File: src/rtl/core/okcd_pkg.sv
// Shared types and constants of the ordered key chord detector.
`default_nettype none

package okcd_pkg;

	// number of key code registers and field widths
	localparam int CODE_REGS = 4;
	localparam int CODE_W    = 8;
	localparam int COUNT_W   = 3;
	localparam int HELD_W    = 4;

	// APB register map: one 32-bit word per register
	localparam int ADDR_W    = 5;
	localparam int DATA_W    = 32;
	localparam int REG_IDX_W = 3;

	typedef logic [REG_IDX_W-1:0] reg_idx_t;

	localparam reg_idx_t REG_KEY_CODE_0 = 3'd0;
	localparam reg_idx_t REG_KEY_CODE_1 = 3'd1;
	localparam reg_idx_t REG_KEY_CODE_2 = 3'd2;
	localparam reg_idx_t REG_KEY_CODE_3 = 3'd3;
	localparam reg_idx_t REG_KEY_COUNT  = 3'd4;

	typedef logic [CODE_W-1:0]  code_t;
	typedef logic [COUNT_W-1:0] count_t;
	typedef logic [HELD_W-1:0]  held_t;

	// order status
	typedef enum logic [1:0] {
		ST_IDLE    = 2'd0,
		ST_MATCHED = 2'd1,
		ST_BROKEN  = 2'd2
	} status_t;

endpackage

`default_nettype wire

File: src/rtl/core/okcd_if.sv
// Word channels of the chord detector: held-key input and chord flag output.
`default_nettype none

interface okcd_key_if;
	logic                  valid;
	logic                  ready;
	okcd_pkg::held_t       keys_held;

	modport source (output valid, output keys_held, input ready);
	modport sink   (input valid, input keys_held, output ready);
endinterface

interface okcd_chord_if;
	logic valid;
	logic ready;
	logic chord_held;
	logic chord_down;
	logic chord_up;
	logic chord_released;

	modport source (output valid, output chord_held, output chord_down,
		output chord_up, output chord_released, input ready);
	modport sink   (input valid, input chord_held, input chord_down,
		input chord_up, input chord_released, output ready);
endinterface

`default_nettype wire

File: src/rtl/core/ordered_key_chord_detector_core.sv
// Top level of the ordered key chord detector: APB registers, slot logic, word stages.
//
//  channel | dir | handshake          | payload
//  --------+-----+--------------------+-----------------------------------------------
//  keys    | in  | valid/ready        | keys_held[3:0]
//  chord   | out | valid/ready        | chord_held, chord_down, chord_up, chord_released
//  apb     | in  | psel/penable/pready| paddr[4:0], pwdata[31:0], prdata[31:0]
//
// A word is registered on entry, then the slot update runs combinationally into the
// output register; one word per cycle sustained while the output is not stalled.
// The slot update is a chain of up to four per-key steps over the order buffer.
// Reset empties the order buffer, sets the status to idle and the released flag.
// A stalled output holds its word; the entry stage keeps accepting while it can drain.
`default_nettype none

module ordered_key_chord_detector_core #(
	parameter int MAX_KEYS = 4
) (
	input  wire                           clk,
	input  wire                           arst_n,
	okcd_key_if.sink                      keys,
	okcd_chord_if.source                  chord,
	input  wire                           psel,
	input  wire                           penable,
	input  wire                           pwrite,
	input  wire [okcd_pkg::ADDR_W-1:0]    paddr,
	input  wire [okcd_pkg::DATA_W-1:0]    pwdata,
	output logic [okcd_pkg::DATA_W-1:0]   prdata,
	output logic                          pready
);

	// slots actually reachable: limited by both the buffer and the code registers
	localparam int Slots = (MAX_KEYS < okcd_pkg::CODE_REGS) ? MAX_KEYS : okcd_pkg::CODE_REGS;

	// configuration registers
	okcd_pkg::code_t  key_code_q [okcd_pkg::CODE_REGS];
	okcd_pkg::count_t key_count_q;

	// detector state
	okcd_pkg::code_t  buf_code_q [Slots];
	logic [Slots-1:0] buf_valid_q;
	okcd_pkg::status_t status_q;
	logic             was_released_q;

	// entry stage
	logic             valid_s1;
	okcd_pkg::held_t  held_s1;

	// output stage
	logic             out_valid_q;
	logic             out_held_q;
	logic             out_down_q;
	logic             out_up_q;
	logic             out_released_q;

	// next-state values
	okcd_pkg::code_t   buf_code_d [Slots];
	logic [Slots-1:0]  buf_valid_d;
	okcd_pkg::status_t status_d;
	logic              active;
	okcd_pkg::count_t  used_n;

	logic advance;
	logic cfg_wr;
	okcd_pkg::reg_idx_t reg_idx;

	assign reg_idx = paddr[okcd_pkg::ADDR_W-1:2];
	assign pready  = 1'b1;
	assign cfg_wr  = psel && penable && pwrite && pready;

	// register writes
	always_ff @(posedge clk or negedge arst_n) begin
		if (!arst_n) begin
			for (int i = 0; i < okcd_pkg::CODE_REGS; i++) begin
				key_code_q[i] <= okcd_pkg::code_t'(1);
			end
			key_count_q <= okcd_pkg::count_t'(1);
		end else if (cfg_wr) begin
			if (reg_idx == okcd_pkg::REG_KEY_COUNT) begin
				key_count_q <= pwdata[okcd_pkg::COUNT_W-1:0];
			end else if (reg_idx == okcd_pkg::REG_KEY_CODE_0) begin
				key_code_q[0] <= pwdata[okcd_pkg::CODE_W-1:0];
			end else if (reg_idx == okcd_pkg::REG_KEY_CODE_1) begin
				key_code_q[1] <= pwdata[okcd_pkg::CODE_W-1:0];
			end else if (reg_idx == okcd_pkg::REG_KEY_CODE_2) begin
				key_code_q[2] <= pwdata[okcd_pkg::CODE_W-1:0];
			end else if (reg_idx == okcd_pkg::REG_KEY_CODE_3) begin
				key_code_q[3] <= pwdata[okcd_pkg::CODE_W-1:0];
			end
		end
	end

	// register reads
	always_comb begin
		prdata = '0;
		case (reg_idx)
			okcd_pkg::REG_KEY_CODE_0: prdata = okcd_pkg::DATA_W'(key_code_q[0]);
			okcd_pkg::REG_KEY_CODE_1: prdata = okcd_pkg::DATA_W'(key_code_q[1]);
			okcd_pkg::REG_KEY_CODE_2: prdata = okcd_pkg::DATA_W'(key_code_q[2]);
			okcd_pkg::REG_KEY_CODE_3: prdata = okcd_pkg::DATA_W'(key_code_q[3]);
			okcd_pkg::REG_KEY_COUNT:  prdata = okcd_pkg::DATA_W'(key_count_q);
			default:                  prdata = '0;
		endcase
	end

	// used key count: zero reads as one, clipped to the slot count
	always_comb begin
		used_n = (key_count_q == '0) ? okcd_pkg::count_t'(1) : key_count_q;
		if (used_n > okcd_pkg::count_t'(Slots)) begin
			used_n = okcd_pkg::count_t'(Slots);
		end
	end

	// handshake: the entry stage moves on when the output register is free or draining
	assign advance    = valid_s1 && (!out_valid_q || chord.ready);
	assign keys.ready = !valid_s1 || advance;

	// slot update: keys in configuration order, each a step on the buffer
	always_comb begin
		logic present;
		logic done;
		logic any_empty;
		logic all_empty;
		logic match;
		okcd_pkg::code_t code;

		buf_code_d  = buf_code_q;
		buf_valid_d = buf_valid_q;
		present     = 1'b0;
		done        = 1'b0;
		code        = '0;

		for (int i = 0; i < Slots; i++) begin
			if (okcd_pkg::count_t'(i) < used_n) begin
				code    = key_code_q[i];
				present = 1'b0;
				done    = 1'b0;
				if (held_s1[i]) begin
					for (int s = 0; s < Slots; s++) begin
						if (okcd_pkg::count_t'(s) < used_n && buf_valid_d[s]
								&& buf_code_d[s] == code) begin
							present = 1'b1;
						end
					end
					// first empty slot takes the code
					for (int s = 0; s < Slots; s++) begin
						if (!present && !done && okcd_pkg::count_t'(s) < used_n
								&& !buf_valid_d[s]) begin
							buf_valid_d[s] = 1'b1;
							buf_code_d[s]  = code;
							done           = 1'b1;
						end
					end
				end else begin
					// first slot holding the code is cleared
					for (int s = 0; s < Slots; s++) begin
						if (!done && okcd_pkg::count_t'(s) < used_n && buf_valid_d[s]
								&& buf_code_d[s] == code) begin
							buf_valid_d[s] = 1'b0;
							buf_code_d[s]  = '0;
							done           = 1'b1;
						end
					end
				end
			end
		end

		// summary over used slots
		any_empty = 1'b0;
		all_empty = 1'b1;
		match     = 1'b1;
		for (int s = 0; s < Slots; s++) begin
			if (okcd_pkg::count_t'(s) < used_n) begin
				if (buf_valid_d[s]) begin
					all_empty = 1'b0;
				end else begin
					any_empty = 1'b1;
				end
				if (!buf_valid_d[s] || buf_code_d[s] != key_code_q[s]) begin
					match = 1'b0;
				end
			end
		end

		// status transitions; an unknown code behaves as broken
		status_d = status_q;
		case (status_q)
			okcd_pkg::ST_IDLE: status_d = status_q;
			okcd_pkg::ST_MATCHED: begin
				if (any_empty) status_d = okcd_pkg::ST_BROKEN;
			end
			default: begin
				if (all_empty) status_d = okcd_pkg::ST_IDLE;
			end
		endcase

		active = 1'b0;
		if (match && (status_d == okcd_pkg::ST_IDLE || status_d == okcd_pkg::ST_MATCHED)) begin
			status_d = okcd_pkg::ST_MATCHED;
			active   = 1'b1;
		end
	end

	// entry stage
	always_ff @(posedge clk or negedge arst_n) begin
		if (!arst_n) begin
			valid_s1 <= 1'b0;
		end else if (keys.ready) begin
			valid_s1 <= keys.valid;
		end
	end

	always_ff @(posedge clk) begin
		if (keys.valid && keys.ready) begin
			held_s1 <= keys.keys_held;
		end
	end

	// detector state update
	always_ff @(posedge clk or negedge arst_n) begin
		if (!arst_n) begin
			buf_valid_q    <= '0;
			status_q       <= okcd_pkg::ST_IDLE;
			was_released_q <= 1'b1;
		end else if (advance) begin
			buf_valid_q    <= buf_valid_d;
			status_q       <= status_d;
			was_released_q <= !active;
		end
	end

	always_ff @(posedge clk) begin
		if (advance) begin
			buf_code_q <= buf_code_d;
		end
	end

	// output register
	always_ff @(posedge clk or negedge arst_n) begin
		if (!arst_n) begin
			out_valid_q <= 1'b0;
		end else if (advance) begin
			out_valid_q <= 1'b1;
		end else if (chord.ready) begin
			out_valid_q <= 1'b0;
		end
	end

	always_ff @(posedge clk) begin
		if (advance) begin
			out_held_q     <= active;
			out_down_q     <= active && was_released_q;
			out_up_q       <= !active && !was_released_q;
			out_released_q <= !active;
		end
	end

	assign chord.valid          = out_valid_q;
	assign chord.chord_held     = out_held_q;
	assign chord.chord_down     = out_down_q;
	assign chord.chord_up       = out_up_q;
	assign chord.chord_released = out_released_q;

endmodule

`default_nettype wire
File: src/flat_wrapper.sv
// flat-port wrapper written by rule: the top's interface ports become plain ports
module ordered_key_chord_detector_core_flat 
#(
	parameter int MAX_KEYS = 4
)
  (clk, arst_n, psel, penable, pwrite, paddr, pwdata, prdata, pready, keys_valid, keys_keys_held, keys_ready, chord_valid, chord_chord_held, chord_chord_down, chord_chord_up, chord_chord_released, chord_ready);
  okcd_key_if keys_i ();
  okcd_chord_if chord_i ();
  input  wire clk;
  input  wire arst_n;
  input  wire psel;
  input  wire penable;
  input  wire pwrite;
  input  wire [okcd_pkg::ADDR_W-1:0] paddr;
  input  wire [okcd_pkg::DATA_W-1:0] pwdata;
  output logic [okcd_pkg::DATA_W-1:0] prdata;
  output logic pready;
  input wire logic [$bits(keys_i.valid)-1:0] keys_valid;
  input wire logic [$bits(keys_i.keys_held)-1:0] keys_keys_held;
  output wire logic [$bits(keys_i.ready)-1:0] keys_ready;
  output wire logic [$bits(chord_i.valid)-1:0] chord_valid;
  output wire logic [$bits(chord_i.chord_held)-1:0] chord_chord_held;
  output wire logic [$bits(chord_i.chord_down)-1:0] chord_chord_down;
  output wire logic [$bits(chord_i.chord_up)-1:0] chord_chord_up;
  output wire logic [$bits(chord_i.chord_released)-1:0] chord_chord_released;
  input wire logic [$bits(chord_i.ready)-1:0] chord_ready;
  assign keys_i.valid = keys_valid;
  assign keys_i.keys_held = keys_keys_held;
  assign keys_ready = keys_i.ready;
  assign chord_valid = chord_i.valid;
  assign chord_chord_held = chord_i.chord_held;
  assign chord_chord_down = chord_i.chord_down;
  assign chord_chord_up = chord_i.chord_up;
  assign chord_chord_released = chord_i.chord_released;
  assign chord_i.ready = chord_ready;
  ordered_key_chord_detector_core #(.MAX_KEYS(MAX_KEYS)) u_core (.clk(clk), .arst_n(arst_n), .keys(keys_i), .chord(chord_i), .psel(psel), .penable(penable), .pwrite(pwrite), .paddr(paddr), .pwdata(pwdata), .prdata(prdata), .pready(pready));
endmodule
File: config.mk
export PLATFORM = sky130hd
export DESIGN_NAME = ordered_key_chord_detector_core_flat
export DESIGN_NICKNAME = d
export VERILOG_FILES = /design/src/rtl/core/okcd_pkg.sv /design/src/rtl/core/okcd_if.sv /design/src/rtl/core/ordered_key_chord_detector_core.sv /design/src/flat_wrapper.sv
export SDC_FILE = /design/constraint.sdc
export NUM_CORES = 1
export LEC_CHECK = 0
export ABC_AREA = 1
export BUFFER_PORTS_ARGS = -buffer_cell sky130_fd_sc_hd__buf_2
export CORE_ASPECT_RATIO = 1.1
export CORE_UTILIZATION = 60
export CTS_CLUSTER_SIZE = 28
export DETAILED_ROUTE_END_ITERATION = 12
export PLACE_DENSITY = 0.79
export REMOVE_ABC_BUFFERS = 1
export SLEW_MARGIN = 10
export SYNTH_ARGS = -nofsm -noshare
export SYNTH_HDL_FRONTEND = slang
export SYNTH_SLANG_ARGS = --single-unit
File: constraint.sdc
create_clock -name clk -period 6.8 [get_ports clk]
set_input_delay 0.34 -clock clk [delete_from_list [all_inputs] [get_ports clk]]
set_output_delay 0.34 -clock clk [all_outputs]
set_load 0.02 [all_outputs]
==> results of run 1 <==
[synth_stat cells (4+ instances only)]
| library cell | n | area share [%] |
|---|---|---|
| nand2_1 | 729 | 24 |
| nand3_1 | 296 | 13 |
| inv_1 | 218 | 7.3 |
| nor2_1 | 131 | 4.4 |
| o21ai_0 | 100 | 4.5 |
| nand4_1 | 68 | 3.8 |
| a21oi_1 | 48 | 2.1 |
| edfxtp_1 | 40 | 11 |
| clkbuf_1 | 38 | 1.3 |
| dfrtp_1 | 38 | 8.5 |
| buf_4 | 32 | 2.1 |
| inv_2 | 27 | 0.90 |
| buf_2 | 19 | 0.85 |
| xor2_1 | 16 | 1.2 |
| nand3_2 | 15 | 1.3 |
| o21ai_1 | 15 | 0.67 |
| nor2_2 | 10 | 0.56 |
| nor2_4 | 10 | 1.0 |
| clkinv_1 | 9 | 0.30 |
| nor3_1 | 9 | 0.40 |
| nand2_2 | 8 | 0.45 |
| buf_1 | 7 | 0.23 |
| nand3_4 | 7 | 1.1 |
| o211ai_1 | 7 | 0.47 |
| o21a_1 | 7 | 0.47 |
| a22oi_1 | 6 | 0.40 |
| dfstp_2 | 6 | 1.4 |
| nand3b_1 | 5 | 0.33 |
| xnor2_1 | 5 | 0.39 |
| buf_6 | 4 | 0.40 |
| nand2_4 | 4 | 0.40 |
| nor2_8 | 4 | 0.71 |
[layer usage]
layer / GRT overflow / GRT usage [%]
met1: 8 / 82.5
met2: 163 / 96.9
met3: 4 / 63.9
met4: 100 / 78.5
met5: 0 / 26.0
[kinds of logic after synthesis]
family,Yosys count
other,2
AOI/OAI and AO/OA,207
and+or+nand+nor,1312
xor gates and xnor gates,21
DFF,84
buffers and inverters,357
[per-stage QoR]
step	hold slack [ns]	setup slack [ns]	instances	setup TNS, ns	instance area [um2]
after detailed placement	0.479	-0.552	2561	-2.69	14100
after CTS	0.157	-0.216	2639	-1.05	15300
after global placement	0.466	-0.381	2561	-1.60	14100
after floorplan	0.0444	0.287	1906	0	10800
[what timing repair did]
action | 4_1_cts
endpoints found under the setup margin | 10
cloned | 3
gates resized for setup | 115
hold buffers | 0
pin swaps | 58
setup buffers | 61
==> flow_summary.json, run 1 <==
{
  "io_pins": 87,
  "dp_hpwl_mm": 39.2,
  "synth_area_per_cell_um2": 5.67,
  "cts_buffers": 9,
  "synth.ff_latch_count": 84,
  "synth.area.mux_share_pct": 0,
  "lastStage": "5_1_grt",
  "ys.flop_type": "edfxtp_1",
  "yosys_warnings": 0,
  "port_buffers": 35,
  "worst_endpoint": "u_core.chord.chord_up$_DFFE_PP_/D",
  "ys_async_sr_fraction_pct": 52.4,
  "ys_seq_area_share_pct": 20.6,
  "firstError": "[ERROR GRT-0232] Routing congestion too high. Check the congestion heatmap in the GUI.",
  "cts_max_level": 3,
  "initial_core_util_pct": 61.2,
  "synth_cell_types": 60,
  "cts.sinks": 84,
  "synth_xor_area_share_pct": 1.64,
  "synth_area_um2": 11200,
  "synthSimpleGateAreaFrac_pct": 53.4,
  "synth_compound_area_share_pct": 10.8,
  "die_x_um": 132,
  "cts-root-buf": "clkbuf_16",
  "gp_congestion": 1.13,
  "synth_top_family_by_area": "simple AND/OR/NAND/NOR gates",
  "grt_max_degree": 50,
  "synth_enable_flop_cells": 40,
  "synth-adder-area-share_pct": 0,
  "fp.dieH_um": 146,
  "clock_path_buffers": 2,
  "grt_usage_pct": 80.4,
  "worst_endpoint_kind": "sequential cell input",
  "syn_inst": 1983,
  "status": "did not finish",
  "rows": 52,
  "gr-total-overflow": 275
}
==> inputs of run 2 (changes only) <==
Settings changed: CORE_ASPECT_RATIO 1.1 to unset, CORE_UTILIZATION 60 to 40, CTS_CLUSTER_SIZE 28 to unset, PLACE_DENSITY 0.79 to unset, PLACE_DENSITY_LB_ADDON set to 0.15.
==> run 2 against run 1 <==
- the flow now finishes, with violations (setup timing)
- area after synthesis is the same
- synthesized cell count is the same
==> flow_summary.json, run 2 <==
{
  "tightest_slew_ns": 0.976,
  "cts_buffers": 9,
  "required_ns": 6.91,
  "clk_pin_slew_ns": 0.08,
  "r2r_cells": 56,
  "ys_seq_area_share_pct": 20.6,
  "grt_max_degree": 45,
  "yosys_warnings": 0,
  "final_common_cell": "nand2_1",
  "gp_congestion": 1.08,
  "cp-start-kind": "register",
  "hold_viol": 0,
  "grt_pass1_vias": 14700,
  "cts_tree": "yes",
  "status": "finished, violations left",
  "cts_max_level": 3,
  "yosysMostFrequentCell": "nand2_1",
  "ys_top_cells_by_area": "nand2_1 (24%), nand3_1 (13%), edfxtp_1 (11%)",
  "io_pins": 87,
  "cts.sinks": 84,
  "period_needed_ns": 7.45,
  "drt_iter0_markers": 1868,
  "n_antenna_cell": 0,
  "synth_area_per_cell_um2": 5.67,
  "nets": 2554,
  "critPathSlowestCell": "dfstp_2",
  "synthSimpleGateAreaFrac_pct": 53.4,
  "regToRegEndpoint": "u_core.chord.chord_held",
  "finalSetupTns_ns": -6.19,
  "fin_skew_ns": 0.0214,
  "r2r-start": "u_core.key_code_q[24]",
  "worstPathBufferInverterCount": 12,
  "drc": 0,
  "max_stage_delay_ns": 0.66,
  "initial_core_util_pct": 41.2,
  "core_area_um2": 27300,
  "synth_compound_area_share_pct": 10.8,
  "layout-drive-gt1-share_pct": 39.6,
  "reg.largest.list": "u_core.buf_code_q x32, u_core.key_code_q x32",
  "antenna_left": 0,
  "hold_buffers": 0,
  "cts-root-buf": "clkbuf_16",
  "p_total_mw": 5.53,
  "grt_usage_pct": 42.3,
  "synth_cell_types": 60,
  "ys.flop_type": "edfxtp_1",
  "synth.area.mux_share_pct": 0,
  "crit_top_cell": "nand2_2",
  "setup_viol": 20,
  "clk_latency_ns": 0.36,
  "clock_path_buffers": 2,
  "relSlewSlack_pct": 34.4,
  "vias": 16200,
  "place_ws_ns": -0.827,
  "port_buffers": 35,
  "synth-adder-area-share_pct": 0,
  "synth_area_um2": 11200,
  "synth_common_cells": "nand2_1 (729), nand3_1 (296), inv_1 (218)",
  "ys_async_sr_fraction_pct": 52.4,
  "gr-total-overflow": 0,
  "worstHoldPathType": "in2async",
  "peakVddDrop_mv": 0.175,
  "timing.fmax_mhz": 134,
  "routedWlPerCell_um": 21.8,
  "end_kind": "register",
  "synth_enable_flop_cells": 40,
  "critical-path-top-delay-family": "simple AND/OR/NAND/NOR gates",
  "setup_slack_ns": -0.652,
  "fp.dieH_um": 170,
  "syn_to_final_growth_pct": 55.1,
  "fillCellCount": 2589,
  "drt-pass1-iter-count": 6,
  "crit_arrival_ns": 7.56,
  "p_leak_nw": 9.05,
  "finish.instance_area_um2": 17400,
  "synth_top_area_share_pct": 24.4,
  "rows": 60,
  "grt_first_pass_wirelength_mm": 89.5,
  "yosysTopAreaCell": "nand2_1",
  "pwr_density_cell_nw_per_um2": 318,
  "cap_violations": 0,
  "layout_common_cells": "nand2_1 (620), buf_4 (492), nand3_1 (213)",
  "drt_wl_total_mm": 63.0,
  "synth_xor_area_share_pct": 1.64,
  "slew_violations": 0,
  "critical_path.max_fanout": 6,
  "syn_inst": 1983,
  "fin_crit_sh_pct": 110,
  "die_x_um": 170,
  "die-area_um2": 28800,
  "synth_top_family_by_area": "simple AND/OR/NAND/NOR gates",
  "dp_hpwl_mm": 45.6,
  "placed_area_um2": 14700,
  "rsz0062_at_grt": "yes",
  "synth.ff_latch_count": 84,
  "antenna_found_initial": 0,
  "via_per_inst": 5.63,
  "regToRegSetupSlack_ns": -0.65,
  "critPathKind": "reg2reg",
  "violations": "setup timing"
}
## run 2: worst max path at each step
stage / slack [ns] / cells past startpoint / from / end
2_1_floorplan: 0.29 / 59 / u_core.key_count_q[2] / u_core.chord.chord_up
3_3_place_gp: -0.80 / 56 / u_core.key_code_q[24] / u_core.chord.chord_up
3_5_place_dp: -0.83 / 54 / u_core.key_code_q[24] / u_core.chord.chord_up
4_1_cts: -0.32 / 58 / u_core.key_code_q[24] / u_core.chord.chord_up
5_1_grt: -0.98 / 56 / u_core.key_code_q[24] / u_core.chord.chord_held
6_report: -0.65 / 56 / u_core.key_code_q[24] / u_core.chord.chord_held
## run 2: cell type report
type | instances | area [um2] | area share [%]
Sequential cell | 84 | 2320 | 13.3
Clock inverter | 6 | 46.3 | 0.266
Multi-Input combinational cell | 1573 | 8790 | 50.4
Clock buffer | 10 | 229 | 1.31
Inverter | 257 | 997 | 5.72
Tap cell | 372 | 465 | 2.67
Timing Repair Buffer | 581 | 4590 | 26.3
## run 2: where the power goes
part / total (mW) / internal, mW / leakage (nW) / switching (mW)
registers: 0.849 / 0.672 / 0.919 / 0.176
clock network: 0.510 / 0.252 / 0.126 / 0.258
logic: 4.17 / 1.78 / 8.00 / 2.39
## run 2: kinds of logic after synthesis
logic type,count (synthesis)
other cells,2
simple gates,1312
xor+xnor,21
flops,84
compound gates,207
buf+inv,357
## run 2: repair_timing
action	in CTS	in global routing
setup endpoints to repair	36	43
pin swaps	94	131
resized for setup	167	232
hold endpoints to repair	0	0
gates cloned	5	4
setup buffers	92	40
## run 2: metrics by stage
stage          std cells  hold WS (ns)  util (%)
2_1_floorplan       1906        0.0444         -
3_3_place_gp        2739         0.468      53.8
3_5_place_dp        2739         0.476      53.8
4_1_cts             2852         0.117      59.9
5_1_grt             2883         0.137      63.9
6_report            2883         0.101      63.9
## run 2: layer usage
| metal | wire length [um] | vias to the layer above | GRT usage, % |
|---|---|---|---|
| li1 | - | 7457 | - |
| met1 | 24900 | 7408 | 55.0 |
| met2 | 27100 | 1105 | 65.5 |
| met3 | 6830 | 255 | 8.30 |
| met4 | 4140 | 0 | 23.7 |
| met5 | 0 | - | 0 |
Power figures use the tool's default switching activity.
